File: src/epst_pkg.sv
// Shared types, constants and command codes of the encoder position and speed tracker.
// No dependencies; used by every module under src.
package epst_pkg;

  localparam int ANGLE_TABLE_SIZE = 1024;
  localparam int ANGLE_BITS       = $clog2(ANGLE_TABLE_SIZE);
  localparam int ELEC_IDX_W       = 10;

  // divider geometry: numerator left-aligned in DIV_W bits
  localparam int DIV_W  = 33;
  localparam int NB_W   = 6;
  localparam int IDX_NB = 15 + ANGLE_BITS;

  // configuration register indexes
  localparam logic [1:0] REG_CPR    = 2'd0;
  localparam logic [1:0] REG_CPE    = 2'd1;
  localparam logic [1:0] REG_OFFSET = 2'd2;
  localparam logic [1:0] REG_THRESH = 2'd3;

  localparam logic [15:0] CPR_RESET    = 16'd4096;
  localparam logic [15:0] CPE_RESET    = 16'd1024;
  localparam logic [15:0] OFFSET_RESET = 16'd0;
  localparam logic [14:0] THRESH_RESET = 15'd1000;

  // input commands
  localparam logic CMD_SAMPLE = 1'b0;
  localparam logic CMD_INDEX  = 1'b1;

  // divider operations
  localparam logic [2:0] OP_DDHI = 3'd0;
  localparam logic [2:0] OP_DDLO = 3'd1;
  localparam logic [2:0] OP_PDHI = 3'd2;
  localparam logic [2:0] OP_PDLO = 3'd3;
  localparam logic [2:0] OP_MRAW = 3'd4;
  localparam logic [2:0] OP_MORG = 3'd5;
  localparam logic [2:0] OP_MOFF = 3'd6;
  localparam logic [2:0] OP_IDX  = 3'd7;

  typedef struct packed {
    logic        command;
    logic [15:0] raw_count;
    logic        overflow_flag;
    logic        underflow_flag;
    logic        counting_up;
  } in_t;

  typedef struct packed {
    logic signed [31:0]           position;
    logic signed [15:0]           count_diff;
    logic        [ELEC_IDX_W-1:0] elec_angle_index;
  } out_t;

  typedef struct packed {
    logic [15:0] counts_per_rev;
    logic [15:0] counts_per_elec_cycle;
    logic [15:0] index_offset;
    logic [14:0] glitch_threshold;
  } cfg_t;

  typedef struct packed {
    logic       load;
    logic       div_start;
    logic [2:0] op;
    logic       wb;
    logic       mul;
    logic       pos;
    logic       commit;
    logic       fold;
    logic       out_load;
  } cmd_t;

  typedef struct packed {
    logic is_index;
    logic dd_hi;
    logic dd_lo;
    logic pd_hi;
    logic pd_lo;
    logic div_busy;
    logic div_done;
  } sts_t;

endpackage

File: src/epst_div.sv
// Restoring divider, one quotient bit per cycle, numerator left-aligned.
// Depends on epst_pkg.
module epst_div (
  input  logic                        clk,
  input  logic                        rst_n,
  input  logic                        start,
  input  logic [epst_pkg::DIV_W-1:0]  num,
  input  logic [epst_pkg::NB_W-1:0]   nbits,
  input  logic [15:0]                 den,
  output logic [epst_pkg::DIV_W-1:0]  quo,
  output logic [15:0]                 rem,
  output logic                        busy,
  output logic                        done
);
  import epst_pkg::*;

  logic [DIV_W-1:0] sh_r, sh_nxt;
  logic [15:0]      rem_r, rem_nxt;
  logic [NB_W-1:0]  cnt_r, cnt_nxt;
  logic             busy_r, busy_nxt;
  logic             done_r, done_nxt;
  logic [16:0]      rem_sh;
  logic [16:0]      rem_sub;
  logic             ge;

  assign rem_sh  = {rem_r, sh_r[DIV_W-1]};
  assign rem_sub = rem_sh - {1'b0, den};
  assign ge      = (rem_sh >= {1'b0, den});

  always_comb begin
    sh_nxt   = sh_r;
    rem_nxt  = rem_r;
    cnt_nxt  = cnt_r;
    busy_nxt = busy_r;
    done_nxt = 1'b0;
    if (start) begin
      sh_nxt   = num;
      rem_nxt  = '0;
      cnt_nxt  = nbits;
      busy_nxt = 1'b1;
    end else if (busy_r) begin
      sh_nxt  = {sh_r[DIV_W-2:0], ge};
      rem_nxt = ge ? rem_sub[15:0] : rem_sh[15:0];
      cnt_nxt = cnt_r - NB_W'(1);
      if (cnt_r == NB_W'(1)) begin
        busy_nxt = 1'b0;
        done_nxt = 1'b1;
      end
    end
  end

  always_ff @(posedge clk) begin
    if (!rst_n) begin
      busy_r <= 1'b0;
      done_r <= 1'b0;
      cnt_r  <= '0;
    end else begin
      busy_r <= busy_nxt;
      done_r <= done_nxt;
      cnt_r  <= cnt_nxt;
    end
  end

  always_ff @(posedge clk) begin
    sh_r  <= sh_nxt;
    rem_r <= rem_nxt;
  end

  assign quo  = sh_r;
  assign rem  = rem_r;
  assign busy = busy_r;
  assign done = done_r;

endmodule

File: src/epst_dp.sv
// Datapath: tracker state, glitch correction arithmetic, angle folding, result register.
// Depends on epst_pkg and epst_div.
module epst_dp (
  input  logic          clk,
  input  logic          rst_n,
  input  epst_pkg::cfg_t cfg,
  input  epst_pkg::in_t  in_data,
  input  epst_pkg::cmd_t cmd,
  output epst_pkg::sts_t sts,
  output epst_pkg::out_t out_data
);
  import epst_pkg::*;

  in_t          in_r;
  logic [15:0]  cpr_r, e_r;
  logic         first_r;
  logic [14:0]  eo_r;
  logic [16:0]  mech_r;
  logic [15:0]  praw_r, pcd_r;
  logic [31:0]  turn_r, ppos_r;
  logic [17:0]  dd_r;
  logic [31:0]  mul_r, pos_r;
  logic [33:0]  pd_r;
  logic [15:0]  t_r, o_r, f_r;
  logic [14:0]  a_r;
  logic [ELEC_IDX_W-1:0] idx_r;
  out_t         out_r;

  logic [15:0]  cpr_c, e_c;
  logic [15:0]  diff;
  logic [15:0]  dd16;
  logic [17:0]  thr18, cpr18, rem18;
  logic [33:0]  thr34, cpr34, rem34;
  logic [17:0]  n_ddhi, n_ddlo, dd_hi_v, dd_lo_v;
  logic [33:0]  n_pdhi, n_pdlo, pd_hi_v, pd_lo_v;
  logic [47:0]  prod;
  logic [31:0]  pos_c, pdiff;
  logic [15:0]  c_fold, a_fold;
  logic [DIV_W-1:0] num;
  logic [NB_W-1:0]  nbits;
  logic [15:0]  den;
  logic [DIV_W-1:0] quo;
  logic [15:0]  rem;
  logic         busy, done;

  always_comb begin
    priority if (cfg.counts_per_rev < 16'd2)       cpr_c = 16'd2;
    else if (cfg.counts_per_rev > 16'd32768)        cpr_c = 16'd32768;
    else                                             cpr_c = cfg.counts_per_rev;
    priority if (cfg.counts_per_elec_cycle < 16'd1) e_c = 16'd1;
    else if (cfg.counts_per_elec_cycle > 16'd32768) e_c = 16'd32768;
    else                                             e_c = cfg.counts_per_elec_cycle;
  end

  // overflow wins over underflow
  always_comb begin
    priority if (in_data.overflow_flag) diff = in_data.raw_count + cpr_c - praw_r;
    else if (in_data.underflow_flag)    diff = in_data.raw_count - praw_r - cpr_c;
    else                                diff = in_data.raw_count - praw_r;
  end
  assign dd16 = diff - pcd_r;

  assign thr18 = {3'b0, cfg.glitch_threshold};
  assign cpr18 = {2'b0, cpr_r};
  assign rem18 = {2'b0, rem};
  assign thr34 = {19'b0, cfg.glitch_threshold};
  assign cpr34 = {18'b0, cpr_r};
  assign rem34 = {18'b0, rem};

  // ceil-division numerators and the corrected jump from the remainder
  assign n_ddhi  = dd_r + cpr18 - thr18 - 18'd1;
  assign n_ddlo  = cpr18 - thr18 - dd_r - 18'd1;
  assign dd_hi_v = thr18 + rem18 - cpr18 + 18'd1;
  assign dd_lo_v = cpr18 - thr18 - rem18 - 18'd1;
  assign n_pdhi  = pd_r + cpr34 - thr34 - 34'd1;
  assign n_pdlo  = cpr34 - thr34 - pd_r - 34'd1;
  assign pd_hi_v = thr34 + rem34 - cpr34 + 34'd1;
  assign pd_lo_v = cpr34 - thr34 - rem34 - 34'd1;

  assign prod  = turn_r * cpr_r;
  assign pos_c = mul_r + {16'b0, in_r.raw_count} - {{15{mech_r[16]}}, mech_r};
  assign pdiff = pos_c - ppos_r;

  assign c_fold = (t_r >= o_r) ? (t_r - o_r) : (t_r + e_r - o_r);
  assign a_fold = (c_fold >= f_r) ? (c_fold - f_r) : (c_fold + e_r - f_r);

  always_comb begin
    num   = '0;
    nbits = NB_W'(16);
    den   = e_r;
    unique case (cmd.op)
      OP_DDHI: begin num = {n_ddhi[16:0], 16'b0};   nbits = NB_W'(17); den = cpr_r; end
      OP_DDLO: begin num = {n_ddlo[16:0], 16'b0};   nbits = NB_W'(17); den = cpr_r; end
      OP_PDHI: begin num = n_pdhi[DIV_W-1:0];       nbits = NB_W'(DIV_W); den = cpr_r; end
      OP_PDLO: begin num = n_pdlo[DIV_W-1:0];       nbits = NB_W'(DIV_W); den = cpr_r; end
      OP_MRAW: begin num = {in_r.raw_count, 17'b0}; nbits = NB_W'(16); end
      OP_MORG: begin num = {eo_r, 18'b0};           nbits = NB_W'(15); end
      OP_MOFF: begin num = {cfg.index_offset, 17'b0}; nbits = NB_W'(16); end
      OP_IDX:  begin num = {a_r, 18'b0};            nbits = NB_W'(IDX_NB); end
      default: begin num = '0; end
    endcase
  end

  epst_div u_div (
    .clk   (clk),
    .rst_n (rst_n),
    .start (cmd.div_start),
    .num   (num),
    .nbits (nbits),
    .den   (den),
    .quo   (quo),
    .rem   (rem),
    .busy  (busy),
    .done  (done)
  );

  // tracker state
  always_ff @(posedge clk) begin
    if (!rst_n) begin
      first_r <= 1'b1;
      eo_r    <= '0;
      mech_r  <= '0;
      praw_r  <= '0;
      pcd_r   <= '0;
      turn_r  <= '0;
      ppos_r  <= '0;
    end else begin
      if (cmd.load) begin
        if (in_data.command == CMD_SAMPLE) begin
          priority if (in_data.overflow_flag) turn_r <= turn_r + 32'd1;
          else if (in_data.underflow_flag)    turn_r <= turn_r - 32'd1;
          else                                turn_r <= turn_r;
        end else if (first_r) begin
          mech_r  <= in_data.counting_up ? {1'b0, in_data.raw_count}
                                         : {1'b0, in_data.raw_count} - {1'b0, cpr_c};
          first_r <= 1'b0;
        end
      end
      if (cmd.mul) pcd_r <= pcd_r + dd_r[15:0];
      if (cmd.wb && cmd.op == OP_PDHI) turn_r <= turn_r - quo[31:0];
      if (cmd.wb && cmd.op == OP_PDLO) turn_r <= turn_r + quo[31:0];
      if (cmd.wb && cmd.op == OP_MRAW && in_r.command == CMD_INDEX) eo_r <= rem[14:0];
      if (cmd.commit) begin
        ppos_r <= pos_r;
        praw_r <= in_r.raw_count;
      end
    end
  end

  // working registers
  always_ff @(posedge clk) begin
    if (cmd.load) begin
      in_r  <= in_data;
      cpr_r <= cpr_c;
      e_r   <= e_c;
      dd_r  <= {{2{dd16[15]}}, dd16};
    end
    if (cmd.mul) mul_r <= prod[31:0];
    if (cmd.pos) begin
      pos_r <= pos_c;
      pd_r  <= {{2{pdiff[31]}}, pdiff};
    end
    if (cmd.fold) a_r <= a_fold[14:0];
    if (cmd.out_load) begin
      out_r.position         <= ppos_r;
      out_r.count_diff       <= pcd_r;
      out_r.elec_angle_index <= idx_r;
    end
    if (cmd.wb) begin
      unique case (cmd.op)
        OP_DDHI: dd_r <= dd_hi_v;
        OP_DDLO: dd_r <= dd_lo_v;
        OP_PDHI: begin pd_r <= pd_hi_v; pos_r <= ppos_r + pd_hi_v[31:0]; end
        OP_PDLO: begin pd_r <= pd_lo_v; pos_r <= ppos_r + pd_lo_v[31:0]; end
        OP_MRAW: t_r <= rem;
        OP_MORG: o_r <= rem;
        OP_MOFF: f_r <= rem;
        OP_IDX:  idx_r <= quo[ELEC_IDX_W-1:0];
        default: ;
      endcase
    end
  end

  assign sts.is_index = (in_r.command == CMD_INDEX);
  assign sts.dd_hi    = ($signed(dd_r) > $signed(thr18));
  assign sts.dd_lo    = ($signed(dd_r + thr18) < 0);
  assign sts.pd_hi    = ($signed(pd_r) > $signed(thr34));
  assign sts.pd_lo    = ($signed(pd_r + thr34) < 0);
  assign sts.div_busy = busy;
  assign sts.div_done = done;

  assign out_data = out_r;

endmodule

File: src/epst_ctrl.sv
// Controller: sequences one transaction through the datapath and owns both handshakes.
// Depends on epst_pkg.
module epst_ctrl (
  input  logic           clk,
  input  logic           rst_n,
  input  logic           in_valid,
  output logic           in_stall,
  output logic           out_valid,
  input  logic           out_stall,
  input  epst_pkg::sts_t sts,
  output epst_pkg::cmd_t cmd
);
  import epst_pkg::*;

  localparam logic [3:0] S_IDLE = 4'd0;
  localparam logic [3:0] S_DDHI = 4'd1;
  localparam logic [3:0] S_DDLO = 4'd2;
  localparam logic [3:0] S_MUL  = 4'd3;
  localparam logic [3:0] S_POS  = 4'd4;
  localparam logic [3:0] S_PDHI = 4'd5;
  localparam logic [3:0] S_PDLO = 4'd6;
  localparam logic [3:0] S_MRAW = 4'd7;
  localparam logic [3:0] S_MORG = 4'd8;
  localparam logic [3:0] S_MOFF = 4'd9;
  localparam logic [3:0] S_FOLD = 4'd10;
  localparam logic [3:0] S_IDX  = 4'd11;
  localparam logic [3:0] S_WAIT = 4'd12;
  localparam logic [3:0] S_OUT  = 4'd13;

  logic [3:0] state_r, state_nxt;
  logic [2:0] op_r, op_nxt;
  logic       out_valid_r, out_valid_nxt;
  logic       in_acc;
  logic       out_free;

  assign in_stall = (state_r != S_IDLE);
  assign in_acc   = in_valid && !in_stall;
  assign out_free = !out_valid_r || !out_stall;

  always_comb begin
    state_nxt = state_r;
    op_nxt    = op_r;
    cmd       = '0;
    cmd.op    = op_r;
    unique case (state_r)
      S_IDLE: begin
        if (in_acc) begin
          cmd.load  = 1'b1;
          state_nxt = S_DDHI;
        end
      end
      S_DDHI: begin
        // index items skip the whole tracking part
        if (sts.is_index) state_nxt = S_MRAW;
        else if (sts.dd_hi) begin
          cmd.op = OP_DDHI; cmd.div_start = 1'b1; op_nxt = OP_DDHI; state_nxt = S_WAIT;
        end else state_nxt = S_DDLO;
      end
      S_DDLO: begin
        if (sts.dd_lo) begin
          cmd.op = OP_DDLO; cmd.div_start = 1'b1; op_nxt = OP_DDLO; state_nxt = S_WAIT;
        end else state_nxt = S_MUL;
      end
      S_MUL: begin
        cmd.mul   = 1'b1;
        state_nxt = S_POS;
      end
      S_POS: begin
        cmd.pos   = 1'b1;
        state_nxt = S_PDHI;
      end
      S_PDHI: begin
        if (sts.pd_hi) begin
          cmd.op = OP_PDHI; cmd.div_start = 1'b1; op_nxt = OP_PDHI; state_nxt = S_WAIT;
        end else state_nxt = S_PDLO;
      end
      S_PDLO: begin
        if (sts.pd_lo) begin
          cmd.op = OP_PDLO; cmd.div_start = 1'b1; op_nxt = OP_PDLO; state_nxt = S_WAIT;
        end else state_nxt = S_MRAW;
      end
      S_MRAW: begin
        cmd.commit    = !sts.is_index;
        cmd.op        = OP_MRAW;
        cmd.div_start = 1'b1;
        op_nxt        = OP_MRAW;
        state_nxt     = S_WAIT;
      end
      S_MORG: begin
        cmd.op = OP_MORG; cmd.div_start = 1'b1; op_nxt = OP_MORG; state_nxt = S_WAIT;
      end
      S_MOFF: begin
        cmd.op = OP_MOFF; cmd.div_start = 1'b1; op_nxt = OP_MOFF; state_nxt = S_WAIT;
      end
      S_FOLD: begin
        cmd.fold  = 1'b1;
        state_nxt = S_IDX;
      end
      S_IDX: begin
        cmd.op = OP_IDX; cmd.div_start = 1'b1; op_nxt = OP_IDX; state_nxt = S_WAIT;
      end
      S_WAIT: begin
        if (sts.div_done) begin
          cmd.wb = 1'b1;
          unique case (op_r)
            OP_DDHI: state_nxt = S_DDLO;
            OP_DDLO: state_nxt = S_MUL;
            OP_PDHI: state_nxt = S_PDLO;
            OP_PDLO: state_nxt = S_MRAW;
            OP_MRAW: state_nxt = S_MORG;
            OP_MORG: state_nxt = S_MOFF;
            OP_MOFF: state_nxt = S_FOLD;
            OP_IDX:  state_nxt = S_OUT;
            default: state_nxt = S_IDLE;
          endcase
        end
      end
      S_OUT: begin
        // hold until the result register is free
        if (out_free) begin
          cmd.out_load = 1'b1;
          state_nxt    = S_IDLE;
        end
      end
      default: state_nxt = S_IDLE;
    endcase
  end

  always_comb begin
    if (cmd.out_load)            out_valid_nxt = 1'b1;
    else if (out_valid_r && out_stall) out_valid_nxt = 1'b1;
    else                         out_valid_nxt = 1'b0;
  end

  always_ff @(posedge clk) begin
    if (!rst_n) begin
      state_r     <= S_IDLE;
      op_r        <= OP_DDHI;
      out_valid_r <= 1'b0;
    end else begin
      state_r     <= state_nxt;
      op_r        <= op_nxt;
      out_valid_r <= out_valid_nxt;
    end
  end

  assign out_valid = out_valid_r;

`ifndef SYNTH
  a_start_idle: assert property (@(posedge clk) disable iff (!rst_n)
    cmd.div_start |-> !sts.div_busy)
    else $error("divider started while busy");

  a_accept_locks: assert property (@(posedge clk) disable iff (!rst_n)
    in_acc |=> in_stall)
    else $error("input not stalled after accept");

  a_out_free: assert property (@(posedge clk) disable iff (!rst_n)
    cmd.out_load |-> out_free)
    else $error("result overwritten before it was taken");

  a_wait_div: assert property (@(posedge clk) disable iff (!rst_n)
    (state_r == S_WAIT) |-> (sts.div_busy || sts.div_done))
    else $error("waiting on an idle divider");
`endif

endmodule

File: src/encoder_position_speed_tracker.sv
// Encoder position and speed tracker: APB-style register block, controller and datapath.
// Depends on epst_pkg, epst_ctrl and epst_dp.
//
// Input channel in_valid/in_stall/in_data carries a quadrature count sample
// (command sample) or an index pulse event (command index). Each transaction
// yields exactly one result on out_valid/out_stall/out_data: the multi-turn
// position, the corrected count difference and the electrical angle index.
// One item is processed at a time; in_stall is high from accept until the
// result is written into the output register. All modulo, ceil-division and
// angle scaling go through one shared restoring divider, one bit per cycle.
// A finished result waits in the output register while the next item is
// accepted; if out_stall is still high when the next result is ready, the
// controller holds it until the register is taken.
// rst_n (synchronous) restores register defaults, clears the tracking state
// and marks the first index as pending; no result is valid after reset.
// Configuration must be written only while the block is idle; it is not enforced.
module encoder_position_speed_tracker (
  input  logic            clk,
  input  logic            rst_n,
  input  logic            in_valid,
  output logic            in_stall,
  input  epst_pkg::in_t   in_data,
  output logic            out_valid,
  input  logic            out_stall,
  output epst_pkg::out_t  out_data,
  input  logic            psel,
  input  logic            penable,
  input  logic            pwrite,
  input  logic [3:0]      paddr,
  input  logic [31:0]     pwdata,
  output logic [31:0]     prdata,
  output logic            pready
);
  import epst_pkg::*;

  cfg_t cfg_r;
  cmd_t cmd;
  sts_t sts;
  logic wr_en;

  assign pready = 1'b1;
  assign wr_en  = psel && penable && pwrite;

  always_ff @(posedge clk) begin
    if (!rst_n) begin
      cfg_r.counts_per_rev        <= CPR_RESET;
      cfg_r.counts_per_elec_cycle <= CPE_RESET;
      cfg_r.index_offset          <= OFFSET_RESET;
      cfg_r.glitch_threshold      <= THRESH_RESET;
    end else if (wr_en) begin
      unique case (paddr[3:2])
        REG_CPR:    cfg_r.counts_per_rev        <= pwdata[15:0];
        REG_CPE:    cfg_r.counts_per_elec_cycle <= pwdata[15:0];
        REG_OFFSET: cfg_r.index_offset          <= pwdata[15:0];
        REG_THRESH: cfg_r.glitch_threshold      <= pwdata[14:0];
        default: ;
      endcase
    end
  end

  always_comb begin
    unique case (paddr[3:2])
      REG_CPR:    prdata = {16'b0, cfg_r.counts_per_rev};
      REG_CPE:    prdata = {16'b0, cfg_r.counts_per_elec_cycle};
      REG_OFFSET: prdata = {16'b0, cfg_r.index_offset};
      REG_THRESH: prdata = {17'b0, cfg_r.glitch_threshold};
      default:    prdata = '0;
    endcase
  end

  epst_ctrl u_ctrl (
    .clk       (clk),
    .rst_n     (rst_n),
    .in_valid  (in_valid),
    .in_stall  (in_stall),
    .out_valid (out_valid),
    .out_stall (out_stall),
    .sts       (sts),
    .cmd       (cmd)
  );

  epst_dp u_dp (
    .clk      (clk),
    .rst_n    (rst_n),
    .cfg      (cfg_r),
    .in_data  (in_data),
    .cmd      (cmd),
    .sts      (sts),
    .out_data (out_data)
  );

endmodule

File: config.mk
export PLATFORM = sky130hd
export DESIGN_NAME = encoder_position_speed_tracker
export DESIGN_NICKNAME = d
export VERILOG_FILES = /design/src/epst_pkg.sv /design/src/epst_div.sv /design/src/epst_dp.sv /design/src/epst_ctrl.sv /design/src/encoder_position_speed_tracker.sv
export SDC_FILE = /design/constraint.sdc
export NUM_CORES = 2
export LEC_CHECK = 0
export BUFFER_PORTS_ARGS = -buffer_cell sky130_fd_sc_hd__buf_2
export CAP_MARGIN = 10
export CORE_MARGIN = 5
export CORE_UTILIZATION = 55
export CTS_CLUSTER_SIZE = 16
export DETAILED_ROUTE_END_ITERATION = 10
export GPL_TIMING_DRIVEN = 0
export PLACE_DENSITY_LB_ADDON = 0.25
export SLEW_MARGIN = 20
export SYNTH_ARGS = -nofsm -noshare
export SYNTH_HDL_FRONTEND = slang
export SYNTH_SLANG_ARGS = --single-unit
File: constraint.sdc
create_clock -name clk -period 8.3 [get_ports clk]
set_input_delay 1.245 -clock clk [delete_from_list [all_inputs] [get_ports clk]]
set_output_delay 1.245 -clock clk [all_outputs]
set_load 0.01 [all_outputs]
==> Word level (Yosys, flattened, before mapping) <==
Memory sizes are Yosys's and may differ from the RTL's. A register that Yosys moved wholly into a read port is not among the register bits.
Cells that the tools add are included.
{ "word_totals": {"regBits": 553, "mem_bits_ro": 32, "wordCells": 244, "mem_count": 1} }
{ "mem_list": {"columns": ["memory", "words", "word_bits", "rd", "rd_clocked_by_memory_dff", "write_ports", "line", "source"], "rows": [
  ["(name not given)", 8, 4, 1, 1, 0, "epst_ctrl.sv:105", "unique case (op_r)"]
]} }
{ "op_classes": {"addsub": 48, "n_mul": 1, "order_cmp": 11, "n_eq_ne": 33, "mux": 71, "n_bitwise": 2, "reduce_logical": 41} }
{ "op_table": {"columns": ["op", "count"], "rows": [
  ["$pmux 33 s8", 1],
  ["$mux 32", 8],
  ["$mux 16", 8],
  ["$pmux 32 s4", 1],
  ["$sub 16x16->16", 7],
  ["$add 32x32->32", 3],
  ["$sub 32x32->32", 3],
  ["$mux 34", 2],
  ["$pmux 34 s2", 1],
  ["$sub 34x16->34", 2],
  ["$mux 33", 2],
  ["$sub 33x1->33 const B", 2],
  ["$pmux 32 s2", 1],
  ["$mux 4", 13],
  ["$add 16x16->16", 3],
  ["$pmux 4 s11", 1],
  ["$mux 18", 2],
  ["$pmux 18 s2", 1],
  ["$sub 18x16->18", 2],
  ["$add 15x16->17", 2],
  ["$add 34x1->34 const B", 1],
  ["$add 34x15->34", 1],
  ["$gt 34x16->1", 1],
  ["$lt 34x1->1 const B", 1],
  ["other kinds (65)", 138]
]} }

==> Depth between registers and ports, before layout <==
{ "depth": {"ltp_word": 10, "mapped_depth": 36} }

==> Modules after synthesis <==
A second synthesis with hierarchy kept.
{ "hier_totals": {"cells_unflattened": 7163, "area_unflattened_um2": 61327.6} }
{ "by_module_without_submodules": {"columns": ["mod", "n_inst", "cells_per_inst", "area_each_um2", "seq_area_each_um2"], "rows": [
  ["epst_dp", 1, 6397, 53910.5, 10630.2],
  ["epst_div", 1, 377, 3632.2, 1471.4],
  ["encoder_position_speed_tracker", 1, 277, 2942.8, 1261.2],
  ["epst_ctrl", 1, 112, 842.1, 240.2]
]} }

==> Least setup slack after synthesis <==
No wires, ideal clock.
{ "synth_path": {"path_kind": "register to register", "from": "register cfg_r[1] in the netlist's numbering", "to": "register u_dp.pos_r[30]", "setup_ns": 0.139, "t_arrival_ns": 6.756, "slack_ns": 1.405, "stages_incl_launch_ff": 31, "path_buffers": 1, "period_less_slack_ns": 6.895, "path_cell_list": "dfxtp_1 > inv_1 > ha_1 > nand2b_1 > a221o_1 > a221oi_1 > a2111oi_1 > or2_2 > mux2i_1 > o41ai_2 > nand2_1 > nand2_1 > nor2_1 > clkbuf_1 > nand2_1 > nand2_1 > ha_1 > fa_1 > a21o_1 > a21o_1 > a211oi_1 > o31ai_1 > a21o_1 > o2111ai_1 > a21oi_1 > o31ai_1 > o21ai_0 > a21o_1 > a21oi_1 > xor2_1 > a22oi_1"} }
{ "synth_via": {"elab_chain_len": 7} }
{ "synth_rtl": {"columns": ["item", "line", "source"], "rows": [
  ["start: declaration", "encoder_position_speed_tracker.sv:36", "cfg_t cfg_r;"],
  ["branches (longest 5 deep; another with $sub 34x16->34)", null, null],
  ["$pmux 32 s2 *", "epst_dp.sv:170", "unique case (cmd.op)"],
  ["$mux 32 *", "epst_dp.sv:169", "if (cmd.wb) begin"],
  ["end signal: assignment", "epst_dp.sv:160", "pos_r <= pos_c;"],
  ["end signal: assignment", "epst_dp.sv:173", "OP_PDHI: begin pd_r <= pd_hi_v; pos_r <= ppos_r + pd_hi_v[31:0]; end"],
  ["end signal: assignment", "epst_dp.sv:174", "OP_PDLO: begin pd_r <= pd_lo_v; pos_r <= ppos_r + pd_lo_v[31:0]; end"],
  ["end: declaration", "epst_dp.sv:22", "logic [31:0] mul_r, pos_r;"]
]} }
Every way passes the cells marked *.
A chain may end at the register's enable or synchronous reset.

==> Worst setup path after layout <==
{ "layout_path": {"from": "register cfg_r[1] in the netlist's numbering", "to": "register u_dp.pos_r[31]"} }
The elaborated chain is that of the path after synthesis.

==> impl_metrics.ini <==
[cts]
clkLatencyLatePin_ns = 0.67
clk_pin_slew_ns = 0.06
numClockSinks = 557
cts_hold_buf = 0
cts_buffer_depth = 3
htree_levels = 3
cts_tree = built
root_buffer = clkbuf_16
cts_made_buffers = 69

[detailed_routing]
drt_wl_total_microns = 238300
wl_per_cell_microns = 27.22
vias = 54810
drc = 0
drt_iter0_markers = 6418
ant_nets = 0
via_per_inst = 6.263
first_pass_iters = 9

[final_layout]
fin_nets = 8419
postLayoutCellArea_sq_mm = 0.06507
drive_gt1_frac = 0.06820
syn_to_final_growth_pct = 9.384

[die]
ios = 156
rows = 120
initial_utilization = 0.5549
die_area_sq_mm = 0.1148
core_sq_mm = 0.1072
die_x_microns = 338.9
die_y_microns = 338.9

[power_and_ir_drop]
cellInternalPower_mw = 13.32
p_leak_nw = 28.27
p_clk_frac = 0.104
power_frac_seq = 0.152
vdd_drop_max_mv = 0.6626
p_comb_frac = 0.743
p_switching_mw = 17.54
switching_share = 0.5684
power_density_mw_per_mm2 = 474.1

[placed_design]
place_congestion = 1.139
dpl_cell_area_sq_mm = 0.06212
dp_hpwl_microns = 194000
port_buffers = 117
dp_slack_ns = -2.757

[sta]
tns_ns = 0
fin_skew_ns = 0.03551
fin_ws_ns = 0.1005
final-max-slew-violation-count = 0
min_period_ns = 8.199
max_freq_ghz = 0.1220
rsz0062_at_grt = yes
max_slew.worst_pin.slew_ns = 1.278
fin_crit_sh = 0.9879
relSlewSlack = 0.1237
setup_viol = 0
finalHoldViolations = 0

[grt]
grt_overflow = 0
grt_pass1_vias = 52930
grt_start_max_net_pins = 42
antenna_found_initial = 16
grt_pass1_wl_microns = 344900
grt_usage = 0.4041

[yosys]
yosysWarnings = 0
ys_seq_area_frac = 0.2287
netlist-cell-type-count = 92
netlist_area_sq_mm = 0.05949
synth_edf_count = 245
ys.flop_type = dfxtp_1
syn_inst = 7066
synth-seq-cells = 557
syn_area_per_cell_sq_um = 8.419
async_reset_ff_frac = 0

[critical_path]
worstPathArrival_ns = 8.70
critPathSlowestCell = o31ai_1
critical_path.max_stage_delay_ns = 0.58
crit_type = register to register
critPathLaunchType = register
critical_path_required_ns = 8.80
reg2reg_to = u_dp.pos_r[31]
rr_worst_depth = 29
crit_top_cell = o21ai_0
worstReg2RegStart = cfg_r[1]
crit_fanout = 10
endpoint_kind = register
r2r_slack_ns = 0.10

[hold_path]
hp-start = u_dp.idx_r[4]
hold_path_depth = 0
min_to = u_dp.out_data[4]
hp-class = register to register

[run_status]
status = complete, no violations

[job]
max-cap-violations = 0
stage by stage:
| step | hold WS (ns) | utilization | std cells | power, mW |
|---|---|---|---|---|
| final | 0.4189 | 0.6070 | 8752 | 30.85 |
| after global routing | 0.4353 | 0.6070 | 8749 | 32.32 |
| after CTS | 0.4185 | 0.6050 | 8746 | 29.65 |
| after detailed placement | 0.4045 | 0.5794 | 8611 | 26.11 |
| after global placement | 0.4056 | 0.5773 | 8601 | 25.88 |
| after floorplan | 0.4003 | - | 7081 | 18.33 |
logic make-up (layout without fill, tap and decap cells):
group,count (synthesis),after routing,share of synthesized area
compound gates,1651,1651,0.1734
fa+ha+maj,1066,1066,0.2763
xor+xnor,441,441,0.06492
flops,557,557,0.2287
mux,114,114,0.02303
buf+inv,1150,1415,0.07388
other cells,2,20,0.0001262
simple gates,2085,2085,0.1597
cells in the mapped netlist, types with 56 or more instances:
master / number / share of area
nand2_1: 965 / 0.061
inv_1: 879 / 0.055
ha_1: 653 / 0.14
a21oi_1: 602 / 0.051
fa_1: 413 / 0.14
nor2_1: 404 / 0.025
o21ai_0: 316 / 0.027
dfxtp_1: 312 / 0.10
xnor2_1: 295 / 0.043
edfxtp_1: 245 / 0.12
clkbuf_1: 220 / 0.014
a21o_1: 150 / 0.019
and2_1: 149 / 0.016
xor2_1: 146 / 0.021
nor3_1: 113 / 0.0095
nand3_1: 95 / 0.0080
mux2i_1: 84 / 0.014
nor2b_1: 79 / 0.0083
a211oi_1: 77 / 0.0097
o21a_1: 66 / 0.0083
nand2b_1: 65 / 0.0068
a31oi_1: 59 / 0.0062
o211ai_1: 56 / 0.0071
routing by layer:
metal  track usage  wire [microns]
met2        0.5802           95890
met4        0.2246           16690
met3        0.1326           32190
met1        0.5376           93390
met5             0              92
final cells by class:
type                       count  area, sq um
buffer                       264         1171
tap                         1403         1755
timing repair buffer         144        873.3
sequential                   557        13660
clock inverter                44        510.5
antenna                        3        7.507
fill                        9680        42130
inverter                     880         3308
multi-input combinational   5374        41930
clock buffer                  83         1863
critical path, delay by kind of cell (launching register included):
| kind | cells | cell delay [ns] |
|---|---|---|
| AOI/OAI and AO/OA | 17 | 4.50 |
| buffers and inverters | 4 | 1.13 |
| and+or+nand+nor | 4 | 0.83 |
| adders and majority gates | 2 | 0.71 |
| DFF | 1 | 0.51 |
| xor gates and xnor gates | 1 | 0.18 |
| muxes | 1 | 0.16 |
timing repair:
action                     in CTS  in global routing
hold endpoints to repair        0                  0
setup buffers                   9                  8
setup endpoints to repair      79                 43
pin swaps                       4                  3
resized for setup              94                 88
layout by cell type (no fill, tap or decap), types with 131 or more instances in the layout:
cell and n:
nand2_1 962, inv_1 877, ha_1 652, a21oi_1 595
fa_1 413, nor2_1 398, o21ai_0 309, dfxtp_1 294
xnor2_1 286, edfxtp_1 245, clkbuf_1 186, a21o_1 150
and2_1 149, xor2_1 145, buf_2 131
worst max path at each step:
stage	start	end	slack, ns	cells after the start
global route	u_dp.cpr_r[0]	u_dp.pos_r[30]	-0.12	32
finish	cfg_r[1]	u_dp.pos_r[31]	0.10	29
floorplan	cfg_r[1]	u_dp.pos_r[30]	1.41	30
global placement	cfg_r[1]	u_dp.pos_r[31]	-2.76	29
CTS	cfg_r[1]	u_dp.turn_r[31]	0.01	28
detailed placement	cfg_r[4]	u_dp.pos_r[31]	-2.76	28
flip-flops by register name, summed over array words and instances (netlist names), 15 cells and up, named ones only:
register and cells:
u_dp.turn_r 32, u_dp.pcd_r 16, u_dp.pd_r 34, u_dp.f_r 16, u_dp.pos_r 32, u_dp.u_div.rem 16
u_dp.ppos_r 32, u_dp.e_r 16, u_dp.t_r 16, cfg_r 63, u_dp.u_div.quo 33, u_dp.dd_r 18
u_dp.out_data 58, u_dp.mul_r 32, u_dp.mech_r 17, u_dp.in_r 16, u_dp.eo_r 15, u_dp.praw_r 16
u_dp.cpr_r 16, u_dp.o_r 16, u_dp.a_r 15
power groups by stage:
stage                     Combinational [mW]  Sequential (mW)  Clock, mW
after floorplan                         14.2             4.08          0
after global placement                  21.2             4.66          0
after detailed placement                21.5             4.66          0
after CTS                               21.8             4.61       3.23
after global routing                    24.3             4.67       3.34
final                                   22.9             4.70       3.22
Power figures use the tool's default switching activity.
